**config.mk**
```make
export PLATFORM = sky130hd
export DESIGN_NAME = edb_cfg_regs_flat
export DESIGN_NICKNAME = d
export VERILOG_FILES = /design/src/hdl/assert_macros.svh /design/src/hdl/edb_pkg.sv /design/src/hdl/edb_if.sv /design/src/hdl/edb_cfg_regs.sv /design/src/flat_wrapper.sv
export SDC_FILE = /design/constraint.sdc
export NUM_CORES = 1
export LEC_CHECK = 0
export BUFFER_PORTS_ARGS = -buffer_cell sky130_fd_sc_hd__buf_2
export CAP_MARGIN = 25
export CORE_MARGIN = 1.5
export CORE_UTILIZATION = 25
export DETAILED_ROUTE_END_ITERATION = 10
export PLACE_DENSITY = 0.45
export SLEW_MARGIN = 20
export SYNTH_ARGS = -nofsm -noshare
export SYNTH_HDL_FRONTEND = slang
export SYNTH_SLANG_ARGS = --single-unit
```
**constraint.sdc**
```tcl
create_clock -name clk -period 4.2 [get_ports clk]
set_clock_uncertainty 0.2 [all_clocks]
set_input_delay 0.84 -clock clk [delete_from_list [all_inputs] [get_ports clk]]
set_output_delay 0.84 -clock clk [all_outputs]
set_load 0.005 [all_outputs]
```
**src/hdl/assert_macros.svh**
```systemverilog
// assertion macros of the binarizer rtl
// no dependencies; pulled in by error_diffusion_binarizer, which carries the checks
`ifndef ASSERT_MACROS_SVH
`define ASSERT_MACROS_SVH

// same-cycle implication, off while in reset
`define EDB_ASSERT_IMP(lbl, clk, rst, ante, cons, msg) \
  lbl: assert property (@(posedge clk) disable iff (rst) (ante) |-> (cons)) else $error(msg);

// next-cycle implication, off while in reset
`define EDB_ASSERT_NXT(lbl, clk, rst, ante, cons, msg) \
  lbl: assert property (@(posedge clk) disable iff (rst) (ante) |=> (cons)) else $error(msg);

`endif

```
**src/hdl/edb_pkg.sv**
```systemverilog
// shared types and constants of the error diffusion binarizer
// no dependencies; compiled first
`timescale 1ns / 1ps

package edb_pkg;

  localparam int PIXEL_BITS      = 8;
  localparam int LINE_WIDTH_BITS = 12;
  localparam int COL_BITS        = 11;
  localparam int ROW_BITS        = 16;
  localparam int CFG_INDEX_BITS  = 3;
  localparam int CFG_DATA_BITS   = 16;

  // error weights in sixteenths
  localparam int ERR_FRAC_BITS   = 4;
  localparam int W_RIGHT         = 5;
  localparam int W_BELOW_LEFT    = 3;
  localparam int W_BELOW         = 5;
  localparam int W_BELOW_RIGHT   = 3;

  // register reset values
  localparam logic [PIXEL_BITS-1:0]      THRESHOLD_RST    = 8'd128;
  localparam logic [PIXEL_BITS-1:0]      LEVEL_LOW_RST    = 8'd0;
  localparam logic [PIXEL_BITS-1:0]      LEVEL_HIGH_RST   = 8'd255;
  localparam logic [LINE_WIDTH_BITS-1:0] LINE_WIDTH_RST   = 12'd1024;
  localparam logic [ROW_BITS-1:0]        FRAME_HEIGHT_RST = 16'd1024;

  // register indexes
  typedef enum logic [CFG_INDEX_BITS-1:0] {
    REG_THRESHOLD    = 3'd0,
    REG_LEVEL_LOW    = 3'd1,
    REG_LEVEL_HIGH   = 3'd2,
    REG_LINE_WIDTH   = 3'd3,
    REG_FRAME_HEIGHT = 3'd4
  } cfg_reg_t;

  typedef struct packed {
    logic [PIXEL_BITS-1:0]      threshold;
    logic [PIXEL_BITS-1:0]      level_low;
    logic [PIXEL_BITS-1:0]      level_high;
    logic [LINE_WIDTH_BITS-1:0] line_width;
    logic [ROW_BITS-1:0]        frame_height;
  } cfg_t;

endpackage

```
**src/hdl/edb_if.sv**
```systemverilog


// register write channel
interface edb_cfg_if;
  import edb_pkg::*;
  logic                      valid;
  logic                      ready;
  logic [CFG_INDEX_BITS-1:0] index;
  logic [CFG_DATA_BITS-1:0]  data;
  modport source (output valid, output index, output data, input ready);
  modport sink   (input valid, input index, input data, output ready);
endinterface

```
**src/hdl/edb_cfg_regs.sv**
```systemverilog
// configuration register file of the binarizer
// depends on edb_pkg and edb_cfg_if
`timescale 1ns / 1ps

module edb_cfg_regs (
  input  logic          clk,
  input  logic          rst,
  edb_cfg_if.sink       cfg,
  output edb_pkg::cfg_t regs
);
  import edb_pkg::*;

  // always able to take a write word
  assign cfg.ready = 1'b1;

  // register write decode, unknown indexes dropped
  always_ff @(posedge clk) begin
    if (rst) begin
      regs.threshold    <= THRESHOLD_RST;
      regs.level_low    <= LEVEL_LOW_RST;
      regs.level_high   <= LEVEL_HIGH_RST;
      regs.line_width   <= LINE_WIDTH_RST;
      regs.frame_height <= FRAME_HEIGHT_RST;
    end else if (cfg.valid) begin
      unique case (cfg_reg_t'(cfg.index))
        REG_THRESHOLD:    regs.threshold    <= cfg.data[PIXEL_BITS-1:0];
        REG_LEVEL_LOW:    regs.level_low    <= cfg.data[PIXEL_BITS-1:0];
        REG_LEVEL_HIGH:   regs.level_high   <= cfg.data[PIXEL_BITS-1:0];
        REG_LINE_WIDTH:   regs.line_width   <= cfg.data[LINE_WIDTH_BITS-1:0];
        REG_FRAME_HEIGHT: regs.frame_height <= cfg.data[ROW_BITS-1:0];
        default: ;
      endcase
    end
  end

endmodule

```
**src/flat_wrapper.sv**
```systemverilog
// flat-port wrapper written by rule: the top's interface ports become plain ports
module edb_cfg_regs_flat import edb_pkg::*;
  (clk, rst, regs, cfg_valid, cfg_index, cfg_data, cfg_ready);
  edb_cfg_if cfg_i ();
  input  logic clk;
  input  logic rst;
  output edb_pkg::cfg_t regs;
  input wire logic [$bits(cfg_i.valid)-1:0] cfg_valid;
  input wire logic [$bits(cfg_i.index)-1:0] cfg_index;
  input wire logic [$bits(cfg_i.data)-1:0] cfg_data;
  output wire logic [$bits(cfg_i.ready)-1:0] cfg_ready;
  assign cfg_i.valid = cfg_valid;
  assign cfg_i.index = cfg_index;
  assign cfg_i.data = cfg_data;
  assign cfg_ready = cfg_i.ready;
  edb_cfg_regs u_core (.clk(clk), .rst(rst), .cfg(cfg_i), .regs(regs));
endmodule
```
* Yosys cells after proc, flatten, opt, wreduce, memory -nomap -nowiden
Cells that the tools add are included.
Word-level totals: bits of input ports 22, output and inout port bits 53, word-level logic and storage cells 15, bits in registers 52
Operators by class: reduce and logical (&&, ||, !) cells 6, equal/unequal tests 4
Operator list (number):
- $reduce_and 2->1 | 5
- $eq 3x2->1 const B | 2
- $eq 3x1->1 const B | 1
- $eq 3x3->1 const B | 1
- $logic_not 3->1 | 1

* Longest topological paths before layout
depth after elaboration 2, depth in mapped cells 4, depth with buffers taken out 2

* Worst setup path after synthesis
Ideal clock, no wire load.
path type input port to flip-flop, start point input cfg_index[1], end point register, netlist name u_core.regs[51], path buffers 1, arrival time 1.629 ns, stages on the path 3, path slack 2.250 ns, data required time 3.879 ns, cells stage by stage or4b_1 buf_6 mux2i_1
On the way: longest elaborated chain between the ends 2
Ends and longest elaborated chain:
- start: declaration | RTL line flat_wrapper.sv:9 | input wire logic [$bits(cfg_i.index)-1:0] cfg_index;
- $logic_not 3->1 | RTL line edb_cfg_regs.sv:25 | unique case (cfg_reg_t'(cfg.index))
- $reduce_and 2->1 (no source line)
Every way passes these cells. A chain may end at the register's enable or synchronous reset.

* Final worst setup path
start point input cfg_index[2], end point register, netlist name u_core.regs[21]
On the way: longest elaborated chain between the ends 2
Ends and longest elaborated chain (RTL line):
- $eq 3x2->1 | edb_cfg_regs.sv:25
- $reduce_and 2->1 (no source line)
Every way passes these cells.

==> results_dict.tcl <==
set metrics [dict create \
    endpoint_kind "flip-flop" \
    tightest_slew_ns 0.9430 \
    crit_arrival_ns 2.19 \
    synth.yosys.seq_area_share_pct 48.54 \
    dieArea_sq_um 9143 \
    rsz0062_at_grt "no" \
    core_area_sq_um 8258 \
    largest_reg_flops 52 \
    hold_depth 2 \
    htree_levels 2 \
    hold_viol 0 \
    whs_ns 0.2677 \
    area_growth_pct 24.74 \
    ys_seq_elements 52 \
    netlist-cell-type-count 14 \
    finish.utilization_pct 32.39 \
    antenna_found_initial 0 \
    ir_worst_vdd_mv 0.1176 \
    drtAntennaViolNets 0 \
    die_h_um 95.62 \
    dr.pass1.iters 4 \
    clk_latency_ns 0.30 \
    regMostFlops "u_core.regs" \
    grt_overflow_total 0 \
    drive_above_1_share_pct 31.00 \
    fin_area_sq_um 2675 \
    cts_made_buffers 5 \
    die_width_um 95.62 \
    cts_resized 0 \
    cts_buffer_depth 2 \
    maxCapViolCount 0 \
    hold_path_class "flip-flop to flip-flop" \
    r2r-start "u_core.regs[26]" \
    reg2regPathDepth 2 \
    port_buffers 73 \
    worstPathRequired_ns 4.21 \
    grt_max_degree 44 \
    cp_max_fo 12 \
    placed_cell_area_sq_um 2585 \
    placed_cells 368 \
    start_kind "input port" \
    synth_nets 226 \
    vias_per_cell 4.117 \
    setup_viol 0 \
    drc 0 \
    cts_num_sinks 52 \
    hold_start "u_core.regs[6]" \
    place.gp.congestion 0.6917 \
    syn_inst 204 \
    power_uw 878.3 \
    leakagePower_nw 1.268 \
    use_met1_pct 16.15 \
    grt_pass1_vias 1492 \
    io_pins 75 \
    cts_tree "yes" \
    netlist_area_sq_um 2145 \
    p_switching_uw 201.8 \
    max_slew_margin_pct 36.80 \
    drt-total-wl_um 5077 \
    fin_setup_tns_ns 0 \
    internal_power_uw 676.6 \
    num_antenna_cells 0 \
    worstHoldEndpoint "u_core.regs[6]" \
    yosysWarnings 0 \
    fin_ws_ns 2.021 \
    cts_hold_buffers 0 \
    vias 1548 \
    grt_busiest_layer "met2" \
    final_nets 292 \
    wl_per_cell_um 13.50 \
    slew_violations 0 \
    drtIter0Drc 66 \
    grt_use_total_pct 11.85 \
    seqPwrFrac_pct 58.0 \
    dp_hpwl_um 3567 \
    p_comb_share_pct 8.8 \
    std_cell_rows 33 \
    layout_min_cycle_time_ns 2.179 \
    r2r_slack_ns 3.36 \
    grt_pass1_wl_um 8073 \
    cts_post_setup_buffers_inserted 0 \
    crit_type "input port to flip-flop" \
    fmax_mhz 459.0 \
    start_util_pct 25.97 \
    outcome "finished, final reports clean" \
    place_ws_ns 1.682 \
    clkPwrFrac_pct 33.2 \
    path_clk_slew_ns 0.09 \
    largestRegisters "u_core.regs (52)" \
    fin_crit_sh_pct 51.87 \
    startpoint "cfg_index[2]" \
    rr_endpoint "u_core.regs[26]" \
    powerDensity_nw_per_um2 328.3 \
    instances_no_fill 376 \
    synth.avg_cell_area_sq_um 10.51 \
    use_met2_pct 17.43 \
    swShare_pct 22.97 \
    grtUsageMet3_pct 4.067 \
    cts-root-buf "clkbuf_8" \
]
==> how the worst max path moves through the flow <==
stage / to / cells past startpoint
floorplan: u_core.regs[51] / 3
global placement: u_core.regs[21] / 3
detailed placement: u_core.regs[21] / 3
CTS: u_core.regs[21] / 3
global route: u_core.regs[20] / 3
finish: u_core.regs[21] / 3
==> layer usage <==
metal	share of wire [%]	vias to the layer above
met3	6.8	5
li1	-	804
met5	0	-
met4	1.2	0
met2	43	44
met1	49	695
==> worst max-delay path, stage by stage <==
cell and delay, ns:
buf_2 0.13, nand4b_1 0.81, mux2i_1 0.40
==> placed cells by master, fill, tap and decap left out <==
master     synthesis  final
or4b_1             1      1
dfxtp_1           52     52
clkbuf_1          11      2
mux2i_1           52     52
and4bb_2           2      2
conb_1             1      1
nand4b_1           1      1
clkbuf_8           0      6
buf_4              2      2
nor4bb_2           0      1
buf_2              2     73
nand4bb_1          2      2
nand2b_1          56     56
nor2_1            20     20
==> synthesized netlist by cell type, drive strengths merged <==
cell type	number	area, sq um
buf	5	36.28
mux2i	52	520.5
clkbuf	11	41.29
and4bb	2	25.02
nand2b	56	350.3
nand4b	1	8.760
nor4bb	1	10.01
or4b	1	10.01
conb	1	3.750
nor2	20	75.07
dfxtp	52	1041
nand4bb	2	22.52
==> area by class of cell <==
cell class / count / area [sq um]
fillers: 896 / 5583
flip-flops and latches: 52 / 1041
multi-input cells: 136 / 1032
repair buffers: 75 / 380.4
well taps: 105 / 131.4
clock buffers: 8 / 90.09
==> cells by family (layout without fill, tap and decap cells) <==
kind of cell  Yosys count  count (layout)  synth area share, %
mux                    52              52                24.27
simple gates           83              83                23.40
buf+inv                16              83                3.617
flops                  52              52                48.54
other cells             1               1               0.1749
==> power groups by stage <==
stage | registers (mW) | logic, mW | clock network [mW]
4_1_cts | 0.510 | 0.0791 | 0.308
2_1_floorplan | 0.521 | 0.0445 | 0
5_1_grt | 0.511 | 0.0865 | 0.331
3_3_place_gp | 0.521 | 0.0787 | 0
3_5_place_dp | 0.521 | 0.0791 | 0
6_report | 0.509 | 0.0772 | 0.292
(Power assumes the default switching activity.)
