<file path="src/hdl/assert_macros.svh">
// assertion macros of the binarizer rtl
// no dependencies; pulled in by error_diffusion_binarizer, which carries the checks
`ifndef ASSERT_MACROS_SVH
`define ASSERT_MACROS_SVH

// same-cycle implication, off while in reset
`define EDB_ASSERT_IMP(lbl, clk, rst, ante, cons, msg) \
  lbl: assert property (@(posedge clk) disable iff (rst) (ante) |-> (cons)) else $error(msg);

// next-cycle implication, off while in reset
`define EDB_ASSERT_NXT(lbl, clk, rst, ante, cons, msg) \
  lbl: assert property (@(posedge clk) disable iff (rst) (ante) |=> (cons)) else $error(msg);

`endif

</file>
<file path="src/hdl/edb_pkg.sv">
// shared types and constants of the error diffusion binarizer
// no dependencies; compiled first
`timescale 1ns / 1ps

package edb_pkg;

  localparam int PIXEL_BITS      = 8;
  localparam int LINE_WIDTH_BITS = 12;
  localparam int COL_BITS        = 11;
  localparam int ROW_BITS        = 16;
  localparam int CFG_INDEX_BITS  = 3;
  localparam int CFG_DATA_BITS   = 16;

  // error weights in sixteenths
  localparam int ERR_FRAC_BITS   = 4;
  localparam int W_RIGHT         = 5;
  localparam int W_BELOW_LEFT    = 3;
  localparam int W_BELOW         = 5;
  localparam int W_BELOW_RIGHT   = 3;

  // register reset values
  localparam logic [PIXEL_BITS-1:0]      THRESHOLD_RST    = 8'd128;
  localparam logic [PIXEL_BITS-1:0]      LEVEL_LOW_RST    = 8'd0;
  localparam logic [PIXEL_BITS-1:0]      LEVEL_HIGH_RST   = 8'd255;
  localparam logic [LINE_WIDTH_BITS-1:0] LINE_WIDTH_RST   = 12'd1024;
  localparam logic [ROW_BITS-1:0]        FRAME_HEIGHT_RST = 16'd1024;

  // register indexes
  typedef enum logic [CFG_INDEX_BITS-1:0] {
    REG_THRESHOLD    = 3'd0,
    REG_LEVEL_LOW    = 3'd1,
    REG_LEVEL_HIGH   = 3'd2,
    REG_LINE_WIDTH   = 3'd3,
    REG_FRAME_HEIGHT = 3'd4
  } cfg_reg_t;

  typedef struct packed {
    logic [PIXEL_BITS-1:0]      threshold;
    logic [PIXEL_BITS-1:0]      level_low;
    logic [PIXEL_BITS-1:0]      level_high;
    logic [LINE_WIDTH_BITS-1:0] line_width;
    logic [ROW_BITS-1:0]        frame_height;
  } cfg_t;

endpackage

</file>
<file path="src/hdl/edb_error_path.sv">
// per-pixel decision and error spreading datapath (combinational)
// depends on edb_pkg for weights and pixel width
`timescale 1ns / 1ps

module edb_error_path #(
  parameter int EB = 16
) (
  input  logic        [edb_pkg::PIXEL_BITS-1:0] grey,
  input  logic signed [EB-1:0]                  stored,
  input  logic signed [EB:0]                    carry,
  input  logic signed [EB-1:0]                  part_a,
  input  logic signed [EB-1:0]                  part_b,
  input  logic        [edb_pkg::PIXEL_BITS-1:0] threshold,
  input  logic        [edb_pkg::PIXEL_BITS-1:0] level_low,
  input  logic        [edb_pkg::PIXEL_BITS-1:0] level_high,
  output logic        [edb_pkg::PIXEL_BITS-1:0] level,
  output logic signed [EB-1:0]                  wr_value,
  output logic signed [EB-1:0]                  part_a_next,
  output logic signed [EB-1:0]                  part_b_next,
  output logic signed [EB:0]                    carry_next
);
  import edb_pkg::*;

  localparam int TW = EB + 1;   // sum, error and spread terms
  localparam int SW = EB + 2;   // saturating adder
  localparam int PW = EB + 4;   // weighted error before the shift
  localparam logic signed [SW-1:0] ERR_MAX = SW'((1 << (EB - 1)) - 1);
  localparam logic signed [SW-1:0] ERR_MIN = ~ERR_MAX;

  // add a term to a stored error and clip to the store range
  function automatic logic signed [EB-1:0] sat_add(
    input logic signed [EB-1:0] a,
    input logic signed [TW-1:0] b
  );
    logic signed [SW-1:0] s;
    s = SW'(a) + SW'(b);
    if (s > ERR_MAX) begin
      return EB'(ERR_MAX);
    end else if (s < ERR_MIN) begin
      return EB'(ERR_MIN);
    end else begin
      return EB'(s);
    end
  endfunction

  logic signed [EB-1:0] cur;
  logic signed [TW-1:0] grey16, thr16, lvl16, sum, err;
  logic signed [PW-1:0] err_w, prod_r, prod_b3, prod_b5, prod_br;
  logic signed [TW-1:0] t_r, t_bl, t_b, t_br;

  // pixel plus diffused error, then threshold
  always_comb begin
    cur    = sat_add(stored, carry);
    grey16 = $signed(TW'({grey, {ERR_FRAC_BITS{1'b0}}}));
    thr16  = $signed(TW'({threshold, {ERR_FRAC_BITS{1'b0}}}));
    sum    = grey16 + TW'(cur);
    level  = (sum > thr16) ? level_high : level_low;
    lvl16  = $signed(TW'({level, {ERR_FRAC_BITS{1'b0}}}));
    err    = sum - lvl16;
  end

  // weighted terms, floored by arithmetic shift
  always_comb begin
    err_w   = PW'(err);
    prod_r  = err_w * PW'(W_RIGHT);
    prod_b3 = err_w * PW'(W_BELOW_LEFT);
    prod_b5 = err_w * PW'(W_BELOW);
    prod_br = err_w * PW'(W_BELOW_RIGHT);
    t_r     = TW'(prod_r  >>> ERR_FRAC_BITS);
    t_bl    = TW'(prod_b3 >>> ERR_FRAC_BITS);
    t_b     = TW'(prod_b5 >>> ERR_FRAC_BITS);
    t_br    = TW'(prod_br >>> ERR_FRAC_BITS);
  end

  // next-row window: this column finishes, the two ahead accumulate
  always_comb begin
    wr_value    = sat_add(part_a, t_bl);
    part_a_next = sat_add(part_b, t_b);
    part_b_next = sat_add(EB'(0), t_br);
    carry_next  = t_r;
  end

endmodule

</file>
<file path="config.mk">
export PLATFORM = sky130hd
export DESIGN_NAME = edb_error_path
export DESIGN_NICKNAME = d
export VERILOG_FILES = /design/src/hdl/assert_macros.svh /design/src/hdl/edb_pkg.sv /design/src/hdl/edb_error_path.sv
export SDC_FILE = /design/constraint.sdc
export NUM_CORES = 1
export LEC_CHECK = 0
export BUFFER_PORTS_ARGS = -buffer_cell sky130_fd_sc_hd__clkbuf_2
export CAP_MARGIN = 20
export CELL_PAD_IN_SITES_DETAIL_PLACEMENT = 0
export CELL_PAD_IN_SITES_GLOBAL_PLACEMENT = 2
export CORE_AREA = 2 2 141 143
export DETAILED_ROUTE_END_ITERATION = 12
export DIE_AREA = 0 0 143 145
export GPL_TIMING_DRIVEN = 0
export PLACE_DENSITY = 0.91
export REMOVE_ABC_BUFFERS = 1
export SYNTH_ARGS = -nofsm -noshare
export SYNTH_HDL_FRONTEND = slang
export SYNTH_SLANG_ARGS = --single-unit
</file>
<file path="constraint.sdc">
create_clock -name vclk -period 13.85
set_clock_uncertainty 0.05 [all_clocks]
set_input_delay 0 -clock vclk [all_inputs]
set_output_delay 0 -clock vclk [all_outputs]
set_load 0.005 [all_outputs]
</file>
Word level (Yosys, flattened, before mapping):

Cells that the tools add are included.

* add/sub/neg operators: 5
* muxes and demuxes: 9
* multiply operators: 2
* order comparisons: 9

Operators with widths (number)
* $mux W16: 8
* $add A16 B16 Y17: 2
* $gt A17 B16 Y1 const B: 2
* $lt A17 B16 Y1 const B: 2
* $mul A17 B3 Y20 const B: 1
* $mul A17 B4 Y20 const B: 1
* $add A16 B17 Y18: 1
* $gt A18 B16 Y1 const B: 1
* $lt A18 B16 Y1 const B: 1
* $add A13 B16 Y17: 1
* $gt A17 B13 Y1: 1
* $sub A17 B13 Y17: 1
* $gt A16 B16 Y1 const B: 1
* $lt A16 B16 Y1 const B: 1
* $mux W8: 1

* output and inout port bits: 73
* register bits: 0
* logic and storage cells: 25

Logic depth before layout (Yosys ltp):

Gate-level depths: netlist of run 1.

* depth in word-level cells: 13
* mapped depth: 57
* gate-level depth less buffers: 54

Least setup slack after synthesis of run 1:

Ideal clock, no wire load.

* path kind: input port to output port
* start: input stored[0]
* end: output wr_value[0]
* buffers on the path: 2
* arrival: 10385 ps
* cell stages on the path: 51
* setup slack: 3415 ps
* cell sequence: ha_1 fa_1 a211oi_1 o21a_1 a221oi_2 o21a_1 xnor2_1 nand2_1 nand2_1 clkbuf_1 o21ai_0 ha_1 inv_1 fa_1 nor2b_1 o21ai_0 a21boi_0 o21ai_0 [... 15 more ...] a21oi_1 o21bai_1 a21oi_1 or4b_4 o31ai_4 ha_1 ha_1 nand2_1 o31ai_1 nand2_1 xnor2_1 ha_1 nor2b_1 nor2_1 nor3b_1 o21ai_0 clkbuf_1 o21ai_0

* longest elaborated chain between the ends: 13

RTL lines
* start, declared: RTL line edb_error_path.sv:9 `input logic signed [EB-1:0] stored,`
* $add A16 B17 Y18 (*): RTL line edb_error_path.sv:36 `s = SW'(a) + SW'(b);`
* $lt A18 B16 Y1: RTL line edb_error_path.sv:39 `end else if (s < ERR_MIN) begin`
* $mux W16: RTL line edb_error_path.sv:39
* $mux W16 (*): RTL line edb_error_path.sv:37 `if (s > ERR_MAX) begin`
* $add A13 B16 Y17 (*): RTL line edb_error_path.sv:56 `sum = grey16 + TW'(cur);`
* $gt A17 B13 Y1 (*): RTL line edb_error_path.sv:57 `level = (sum > thr16) ? level_high : level_low;`
* $mux W8 (*): RTL line edb_error_path.sv:57
* named net level (one bit): RTL line edb_error_path.sv:16 `output logic [edb_pkg::PIXEL_BITS-1:0] level,`
* $sub A17 B13 Y17 (*): RTL line edb_error_path.sv:59 `err = sum - lvl16;`
* $mul A17 B3 Y20 (*): RTL line edb_error_path.sv:66 `prod_b3 = err_w * PW'(W_BELOW_LEFT);`
* $add A16 B16 Y17 (*): RTL line edb_error_path.sv:36
* $lt A17 B16 Y1: RTL line edb_error_path.sv:39
* $mux W16: RTL line edb_error_path.sv:39
* $mux W16 (*): RTL line edb_error_path.sv:37
* end, declared: RTL line edb_error_path.sv:17 `output logic signed [EB-1:0] wr_value,`

The timed path passes the listed nets; every way through them passes the cells marked *.

Worst setup path after layout of run 1:

* start: input stored[0]
* end: output part_a_next[12]

* longest elaborated chain between the ends: 13

RTL lines
* $add A16 B17 Y18 (*): RTL line edb_error_path.sv:36
* $lt A18 B16 Y1: RTL line edb_error_path.sv:39
* $mux W16: RTL line edb_error_path.sv:39
* $mux W16 (*): RTL line edb_error_path.sv:37
* $add A13 B16 Y17 (*): RTL line edb_error_path.sv:56
* $gt A17 B13 Y1: RTL line edb_error_path.sv:57
* $mux W8: RTL line edb_error_path.sv:57
* $sub A17 B13 Y17 (*): RTL line edb_error_path.sv:59
* $mul A17 B4 Y20 (*): RTL line edb_error_path.sv:67 `prod_b5 = err_w * PW'(W_BELOW);`
* $add A16 B16 Y17 (*): RTL line edb_error_path.sv:36
* $lt A17 B16 Y1: RTL line edb_error_path.sv:39
* $mux W16: RTL line edb_error_path.sv:39
* $mux W16 (*): RTL line edb_error_path.sv:37
* end, declared: RTL line edb_error_path.sv:18 `output logic signed [EB-1:0] part_a_next,`

Every way passes the cells marked *; elsewhere a longest branch is shown, timed or not.

==> summary.txt, run 1 <==
Finish
  – Filler cell count: 2,153
  – Highest-count cells in the layout ignoring fill and taps: clkbuf_2 (170), ha_1 (117), a21oi_1 (82)
  – Register area: 0 µm²
  – Commonest non-fill, non-tap cell in the layout: clkbuf_2
  – Nets: 1,171
  – CLK BUF: 0
  – Area growth from synthesis to layout: 19.7%
  – Seq_cells: 0
  – Layout cell share with drive strength beyond 1: 0.220
  – Ant diodes: 0

GRT
  – Initial antenna violation count: 0
  – Vias in the first global route: between 5,000 and 6,000
  – Global-route wire length before repair: 25,300 µm
  – Largest net degree at the start of global routing: 17
  – GR Overflow Total: 0
  – Gr usage total: 0.142

Worst setup path
  – Startpoint types: primary input
  – Critical path class: primary input to output port
  – CP max-delay cell: xnor2_1
  – Worst Setup End Kind: output port
  – CP required: about 14 ns
  – Worst Path Max Fanout: 14
  – Critical Path AT: around 12 ns
  – CP endpoint: part_a_next[12]
  – Slowest cell delay on critical path: about 0.65 ns
  – Start point of the critical path: stored[0]

Timing
  – Crit path time final: 12.47 ns
  – Final period util: 0.900
  – Slew @ Worst Pin: between 0.8 and 0.9 ns
  – Slew HR: 0.420
  – RSZ-0062 raised after global routing: no
  – Fmax: roughly 0.08 GHz
  – Final setup fails: 0
  – Sum Neg Setup Slack: 0 ns
  – Final Max Tran Viols: 0
  – Hold Fails Final Rpt: 0

Logic synthesis
  – Synth Area per Inst: about 7.2 µm²
  – Sequential share of the synthesized area: 0
  – Post-synthesis cell type count: slightly below 80
  – Cells after Synth: approximately 800
  – Cell Area, Synth: 5700 µm²
  – Synth warn: 0

Job
  – Total of max-cap violations: 0

Drt
  – DR vias: ~5,900
  – Vias/cell: 4.89
  – DR WL/cell: roughly 13 µm
  – Pre-antenna DRT Iters: 4
  – Routed WL: between 15,000 and 20,000 µm
  – Residual DRC: 0
  – Routed Antenna Nets: 0
  – DR iter-0 viols: 184

Floorplan
  – Die W: about 140 µm
  – Core area: 19,200 µm²
  – Initial Util: 0.297
  – # rows: between 50 and 60
  – Die H: roughly 150 µm
  – Die area: about 21,000 µm²
  – Ports: 170

Clocking
  – PostCTS Resize Cnt: 0
  – Post-CTS Setup Inserts: 0
  – CTS Hold Buffers Added: 0

Place
  – Global placement routability congestion: around 0.85
  – Input/output buffers: 170
  – DP HPWL: approximately 14,000 µm

Hold path
  – Hold depth: 3
  – Hold WC Path Type: primary input to output port

Status
  – Status: completed
## logic make-up after synthesis
| family | Yosys count | share of synthesized area |
|---|---|---|
| compound gates | 253 | 0.289 |
| mux | 16 | 0.0301 |
| xor+xnor | 95 | 0.149 |
| simple gates | 233 | 0.202 |
| fa+ha+maj | 123 | 0.278 |
| buf+inv | 72 | 0.0520 |
## synthesized netlist by cell type (7+ instances only)
library cell	n	share of area
xor2_1	37	0.057
o21a_1	11	0.014
nand2b_1	7	0.0077
mux2i_1	7	0.012
o21ai_0	62	0.054
xnor2_1	56	0.086
a211oi_1	7	0.0092
clkbuf_1	8	0.0053
nand4_1	9	0.0099
nand3_1	14	0.012
nor3_1	15	0.013
and3_1	10	0.011
a21boi_0	10	0.013
ha_1	117	0.26
nor2b_1	16	0.018
a31oi_1	9	0.0099
nor2_1	66	0.043
a21o_1	19	0.025
or3_1	8	0.0088
nand2_1	59	0.039
a21oi_1	82	0.072
inv_1	55	0.036
## worst min-delay path by stage
stage             startpoint        to  slack [ns]
6_report       level_high[7]  level[7]        0.24
5_1_grt        level_high[6]  level[6]        0.26
4_1_cts        level_high[6]  level[6]        0.25
3_5_place_dp   level_high[6]  level[6]        0.24
3_3_place_gp   level_high[6]  level[6]        0.24
2_1_floorplan  level_high[5]  level[5]        0.06
## metal layers
layer / GRT usage / vias to the layer above / share of wire
met4: 0.00347 / 0 / 0.0022
li1: - / 3196 / -
met1: 0.196 / 2623 / 0.49
met2: 0.257 / 120 / 0.47
met5: 0 / - / 0
met3: 0.00495 / 3 / 0.034
## metrics by stage
step / instance area (µm²) / hold WS (ns) / setup slack [ns] / instances / util
3_3_place_gp: 6790 / 0.245 / 0.390 / 1211 / 0.354
2_1_floorplan: 5610 / 0.0646 / 2.88 / 776 / -
5_1_grt: 6820 / 0.257 / 0.145 / 1214 / 0.355
3_5_place_dp: 6820 / 0.244 / 1.37 / 1214 / 0.355
6_report: 6820 / 0.243 / 1.38 / 1214 / 0.355
4_1_cts: 6820 / 0.246 / 1.35 / 1214 / 0.355
## final cells by class
class	count	area, µm²	share of cell area
inverter	56	210	0.0308
tap	265	332	0.0486
timing repair buffer	173	876	0.128
multi-input combinational	720	5400	0.792
## critical path: cells and delay by family
family | cells | cell delay, ns
xor+xnor | 4 | 1.09
simple gates | 14 | 3.13
compound gates | 22 | 4.89
mux | 1 | 0.32
buf+inv | 4 | 0.53
fa+ha+maj | 8 | 2.43
Power of run 1 is not shown: default switching activity piles up to over one toggle a cycle in this logic, so the estimate is an artifact.
==> run 2, diff against run 1 <==
--- a/config.mk
+++ b/config.mk
@@ -13,7 +13,7 @@
 export DETAILED_ROUTE_END_ITERATION = 12
 export DIE_AREA = 0 0 143 145
 export GPL_TIMING_DRIVEN = 0
-export PLACE_DENSITY = 0.91
+export PLACE_DENSITY_LB_ADDON = 0.1
 export REMOVE_ABC_BUFFERS = 1
 export SYNTH_ARGS = -nofsm -noshare
 export SYNTH_HDL_FRONTEND = slang
==> summary.txt, run 2 (synthesis results as in run 1) <==
Status
  – Status: completed

Worst setup path
  – Slowest cell delay on critical path: 0.55 ns (-0.10 ns)
  – Startpoint types: primary input
  – CP max-delay cell: or4b_4
  – Worst Path Max Fanout: 15 (+1)
  – Critical Path AT: 12.57 ns (+0.15 ns)
  – Most used cell, CP: ha_1
  – CP required: 13.80 ns (about the same)
  – Critical path class: primary input to output port
  – Worst Setup End Kind: output port

Drt
  – Routed WL: 16,300 µm (+4.8%)
  – Routed Antenna Nets: 0 (unchanged)
  – Residual DRC: 0 (unchanged)
  – DR WL/cell: 13.5 µm (+5.0%)
  – Pre-antenna DRT Iters: 4 (unchanged)
  – DR vias: 6,021 (+1.3%)
  – DR iter-0 viols: 162 (-12%)
  – Vias/cell: 4.97 (+1.5%)

Floorplan
  – Die H: 145 µm (unchanged)
  – # rows: 51 (unchanged)
  – Core area: 19,200 µm² (unchanged)
  – Die W: 143 µm (unchanged)
  – Initial Util: 0.297 (unchanged)
  – Ports: 170 (unchanged)
  – Die area: 20,700 µm² (unchanged)

Place
  – Cells after DPL: 1,212 (-0.16%)
  – Input/output buffers: 170 (unchanged)
  – DP HPWL: 14,600 µm (+3.8%)
  – Area after DPL: 6810 µm² (-0.13%)
  – Global placement routability congestion: 0.770 (-9.0%)

Finish
  – Area growth from synthesis to layout: 19.8% (about the same)
  – Fin area: 6820 µm² (about the same)
  – Ant diodes: 0 (unchanged)
  – Commonest non-fill, non-tap cell in the layout: clkbuf_2
  – Nets: 1,169 (-0.17%)
  – Register area: 0 µm² (unchanged)
  – Layout cell share with drive strength beyond 1: 0.221 (+0.000465)
  – Seq_cells: 0 (unchanged)
  – Fin cells: 1,212 (-0.16%)
  – Highest-count cells in the layout ignoring fill and taps: clkbuf_2 (170), ha_1 (117), a21oi_1 (82)
  – CLK BUF: 0 (unchanged)

GRT
  – Vias in the first global route: 5,609 (+1.5%)
  – Gr usage total: 0.151 (+0.00956)
  – Global-route wire length before repair: 26,700 µm (+5.7%)
  – Largest net degree at the start of global routing: 17 (unchanged)
  – Initial antenna violation count: 0 (unchanged)
  – GR Overflow Total: 0 (unchanged)

Timing
  – Final setup fails: 0 (unchanged)
  – Crit path time final: 12.62 ns (+0.152 ns)
  – Sum Neg Setup Slack: 0 ns (unchanged)
  – RSZ-0062 raised after global routing: no
  – Hold Fails Final Rpt: 0 (unchanged)
  – Slew HR: 0.362 (-0.0587)
  – Final period util: 0.911 (+0.0110)
  – Slew @ Worst Pin: 0.951 ns (+0.0878 ns)
  – Hold WS: 0.246 ns (+0.00242 ns)
  – Final Max Tran Viols: 0 (unchanged)
  – Fmax: 0.0792 GHz (-1.2%)

Hold path
  – Min-delay src: level_high[6]
  – Hold WC Path Type: primary input to output port
  – WHS Endpoint: level[6]
  – Hold depth: 3 (unchanged)

Clocking
  – CTS Hold Buffers Added: 0 (unchanged)

Job
  – Total of max-cap violations: 0 (unchanged)
## run 2: area by class of cell
class / instances / area [µm²]
fillers: 2189 / 12400
inverters: 56 / 210
repair buffers: 171 / 862
well taps: 265 / 332
multi-input cells: 720 / 5420
## run 2: repair_timing
item | CTS | global route
buffers inserted | 0 | 0
resized for setup | 0 | 2
endpoints found under the setup margin | 0 | 21
## run 2: worst max-delay path, delay by kind of cell
| family | cells | cell delay, ns |
|---|---|---|
| xor+xnor | 2 | 0.66 |
| fa+ha+maj | 10 | 3.24 |
| simple gates | 11 | 2.11 |
| mux | 1 | 0.20 |
| compound gates | 23 | 5.77 |
| buf+inv | 5 | 0.57 |
## run 2: metal layers
metal | global-route usage | share of wire | vias to the layer above
met5 | 0 | 0 | -
met4 | 0.00495 | 0.0037 | 0
met3 | 0.00297 | 0.024 | 4
met2 | 0.283 | 0.50 | 104
met1 | 0.203 | 0.47 | 2716
li1 | - | - | 3197
## run 2: how the worst max path moves through the flow
stage,start,slack [ns],cells past startpoint,end
after floorplan,stored[0],2.88,49,wr_value[12]
after global placement,stored[0],0.04,52,wr_value[8]
after detailed placement,stored[0],1.06,52,wr_value[8]
after CTS,stored[0],1.07,52,wr_value[8]
after global routing,stored[0],0.05,52,wr_value[10]
final,stored[0],1.23,52,wr_value[6]
## run 2: through the flow
| step | setup slack, ns | util |
|---|---|---|
| after global placement | 0.0377 | 0.354 |
| after detailed placement | 1.06 | 0.355 |
| after CTS | 1.07 | 0.355 |
| after floorplan | 2.88 | - |
| after global routing | 0.0495 | 0.355 |
| final | 1.23 | 0.355 |
Power of run 2 is left out for the same reason.
